### config.mk
export PLATFORM = sky130hd
export DESIGN_NAME = sabs_front
export DESIGN_NICKNAME = d
export VERILOG_FILES = /design/src/rtl/core/sabs_pkg.sv /design/src/rtl/core/sabs_front.sv
export SDC_FILE = /design/constraint.sdc
export NUM_CORES = 1
export LEC_CHECK = 0
export ABC_AREA = 1
export BUFFER_PORTS_ARGS = -buffer_cell sky130_fd_sc_hd__buf_2
export CAP_MARGIN = 0
export CORE_ASPECT_RATIO = 1.75
export CORE_UTILIZATION = 47
export DETAILED_ROUTE_END_ITERATION = 16
export PLACE_DENSITY_LB_ADDON = 0.25
export SKIP_CTS_REPAIR_TIMING = 1
export SKIP_LAST_GASP = 1
export SLEW_MARGIN = 20
export SYNTH_ARGS = -nofsm -noshare
export SYNTH_HDL_FRONTEND = slang
export SYNTH_SLANG_ARGS = --single-unit
### constraint.sdc
create_clock -name clk -period 3 [get_ports clk]
set_clock_uncertainty 0.1 [all_clocks]
set_input_delay 0.6 -clock clk [delete_from_list [all_inputs] [get_ports clk]]
set_output_delay 0.6 -clock clk [all_outputs]
set_load 0.02 [all_outputs]
### src/rtl/core/sabs_pkg.sv
// ----------------------------------------------------------------------------
// sabs_pkg: shared types and constants for the sort and search block
// Request and status codes, the front-to-back command word and default sizes.
// ----------------------------------------------------------------------------
package sabs_pkg;

    localparam int DEF_CAPACITY = 128;
    localparam int DATA_W       = 32;
    localparam int RIDX_W       = 7;

    localparam logic [1:0] REQ_LOAD   = 2'd0;
    localparam logic [1:0] REQ_SEARCH = 2'd1;
    localparam logic [1:0] REQ_READ   = 2'd2;
    localparam logic [1:0] REQ_BAD    = 2'd3;

    localparam logic [1:0] ST_OK       = 2'd0;
    localparam logic [1:0] ST_NOTFOUND = 2'd1;
    localparam logic [1:0] ST_RANGE    = 2'd2;
    localparam logic [1:0] ST_NOTREADY = 2'd3;

    typedef struct packed {
        logic [1:0]        req;
        logic signed [31:0] data;
        logic [6:0]        ridx;
        logic              last;
    } cmd_t;

endpackage

### src/rtl/core/sabs_front.sv
// ----------------------------------------------------------------------------
// sabs_front: input side
// Accepts request transfers and holds them in a two-entry queue for the back end.
// ----------------------------------------------------------------------------
module sabs_front
(
    input  logic             clk,
    input  logic             rst_n,
    input  logic             s_tvalid,
    output logic             s_tready,
    input  sabs_pkg::cmd_t   s_cmd,
    output logic             q_valid,
    input  logic             q_pop,
    output sabs_pkg::cmd_t   q_cmd
);

    sabs_pkg::cmd_t q_mem_reg [2];
    logic           wp_reg, wp_next, rp_reg, rp_next;
    logic [1:0]     cnt_reg, cnt_next;
    logic           push;

    assign s_tready = (cnt_reg != 2'd2);
    assign push     = s_tvalid && s_tready;
    assign q_valid  = (cnt_reg != 2'd0);
    assign q_cmd    = q_mem_reg[rp_reg];

    always_comb
    begin
        wp_next  = wp_reg ^ push;
        rp_next  = rp_reg ^ q_pop;
        cnt_next = cnt_reg + {1'b0, push} - {1'b0, q_pop};
    end

    always_ff @(posedge clk)
    begin
        if (push)
        begin
            q_mem_reg[wp_reg] <= s_cmd;
        end
    end

    always_ff @(posedge clk or negedge rst_n)
    begin
        if (!rst_n)
        begin
            wp_reg  <= 1'b0;
            rp_reg  <= 1'b0;
            cnt_reg <= 2'd0;
        end
        else
        begin
            wp_reg  <= wp_next;
            rp_reg  <= rp_next;
            cnt_reg <= cnt_next;
        end
    end

endmodule

==> out/qor.yml <==
max-slew-margin-rel_pct: 65.62
synthesis.nets: 207
grt_antenna_before_repair: 0
fin_crit_sh_pct: 83.55
largest_register_ffs: 84
yosysSeqAreaShare_pct: 76.08
yosysUniqueCellTypes: 12
io_pins: 90
grt_use_total_pct: 15.42
grt_start_max_net_pins: 31
fp-row-count: 41
die_w_um: 66.74
setup_viol: 0
critPathArrivalTime_ns: 1.81
via_per_inst: 4.791
gp_congestion: 0.7255
synth-seq-cells: 88
ys.flop_type: "edfxtp_1"
multiInputGateArea_um2: 713.2
synth_most_common_cell: "edfxtp_1"
syn_area_um2: 3447
fp.dieH_um: 115.3
num_antenna_cells: 0
start_util_pct: 48.34
maxCapViolCount: 0
cts_htree_levels: 3
r2r_setup_slack_ns: 1.17
crit_required_ns: 2.30
wl_met3_um: 270
max_freq_ghz: 0.3989
crit_path_max_fanout: 17
final_core_util_pct: 60.34
overflow: 0
area_growth_pct: 24.83
clkTransAtPathRegs_ns: 0.06
syn_avg_cell_area_um2: 21.68
critPathLaunchType: "flop"
cts_tree: "built"
cts-buffers-inserted: 9
vias: 1677
postSynthCellCount: 159
totalWireLength_um: 5365
grt_pass1_vias: 1736
top_layer_used: "met4"
fillers: 533
clock_latency_ns: 0.33
synth_top_area_cell: "edfxtp_1"
yosys-top-cells-count: "84 x edfxtp_1, 39 x mux2_4, 11 x nand2_1, 8 x inv_1"
root_buffer: "clkbuf_16"
drt_first_pass_iters: 6
ir_drop_uv: 575.2
fin_tns_setup_ns: 0
portBuffers: 89
drc: 0
powerDensity_nw_per_um2: 1041
met2_length_um: 3078
critPathKind: "reg2out"
antenna_left: 0
cts_max_path_buffers: 2
synth_edf_count: 84
drive_above_1_share_pct: 56.82
coreArea_um2: 7131
clock_sinks: 88
hold_class: "in2reg"
wl_per_cell_um: 15.33
synth.yosys.warnings: 0
m1WireLength_um: 1863
drtIter0Drc: 122
drv_slew: 0
p_leak_uw: 0.001786
finalHoldViolCount: 0
finalNonFillerCells: 350
rsz0062_at_grt: "no"
ys_top_cells_by_area: "edfxtp_1 73%, mux2_4 17%, dfrtp_1 2.9%, buf_12 2.3%, nand2_1 1.2%"
die_area_um2: 7694
placed_cells: 333
max_slew.worst_pin.slew_ns: 0.5158
fin_nets: 307
critPathCaptureType: "output port"
outcome: "complete, no violations"
synthArstFlopShare_pct: 4.545
period_needed_ns: 2.507
seq_area_um2: 2624
yosys.area.top_type_share_pct: 73.18
grt_pass1_wl_um: 8128
-- worst paths after layout --
| check | start | end | depth (start not counted) |
|---|---|---|---|
| setup / recovery | rp_reg$_DFF_PN0_ | q_cmd[22] | 3 |
| hold / removal | s_cmd[10] | q_mem_reg[1][10]$_DFFE_PP_ | 1 |
| setup reg to reg | cnt_reg[0]$_DFF_PN0_ | q_mem_reg[0][18]$_DFFE_PP_ | 6 |
| hold reg to reg | cnt_reg[0]$_DFF_PN0_ | cnt_reg[0]$_DFF_PN0_ | 1 |
| max in group asynchronous | rst_n | rp_reg$_DFF_PN0_ | 2 |
| min in group asynchronous | rst_n | wp_reg$_DFF_PN0_ | 2 |
-- stage by stage --
step	total power (µW)	hold slack [ns]	setup slack, ns	cell area (µm²)
global placement	3380	0.3126	0.8408	3988
floorplan	3029	0.2044	0.6505	3450
finish	4480	0.3511	0.4934	4303
CTS	4540	-0.04203	0.4534	4293
global route	4687	0.3429	0.4115	4303
detailed placement	3402	0.3217	0.8229	3988
-- metal layers --
layer / vias up / global-route usage, %
met5: - / 0
met4: 0 / 9.504
met3: 13 / 4.960
met2: 61 / 27.34
met1: 801 / 14.90
li1: 802 / -
-- layout make-up --
cell class / count / area share (%)
clock buffers: 12 / 5.496
clock inverters: 4 / 1.599
inverters: 8 / 0.6979
multi-input cells: 58 / 16.57
flip-flops and latches: 88 / 60.98
well taps: 86 / 2.501
repair buffers: 94 / 12.15
-- power breakdown --
part           total, µW  switching [µW]  internal [µW]  leakage [µW]
Sequential          1810             127           1680      0.000827
Combinational       1540             832            711      0.000811
Clock               1130             405            725      0.000148
-- critical path, stage by stage, from the launching register on --
cell	delay, ns
dfrtp_2	0.70
buf_4	0.30
mux2_4	0.31
buf_2	0.16
-- cell families (layout without fill, tap and decap cells) --
family | Yosys count | count (layout) | synth area share (%)
XOR/XNOR | 1 | 1 | 0.2541
adder cells (fa/ha/maj) | 2 | 2 | 0.7258
buffers and inverters | 13 | 118 | 3.521
flip-flops | 88 | 88 | 76.08
multiplexers | 42 | 42 | 17.97
AND/OR/NAND/NOR | 13 | 13 | 1.452
-- placed cells by master (no fill, tap or decap), types with 2 or more instances in the layout --
| master | instances |
|---|---|
| inv_1 | 8 |
| bufinv_16 | 2 |
| clkbuf_16 | 9 |
| nand2_1 | 11 |
| mux2_2 | 3 |
| dfrtp_1 | 3 |
| buf_2 | 89 |
| clkbuf_1 | 3 |
| edfxtp_1 | 84 |
| mux2_4 | 39 |
| buf_12 | 3 |
No activity file was read; power rests on OpenSTA's default activity.
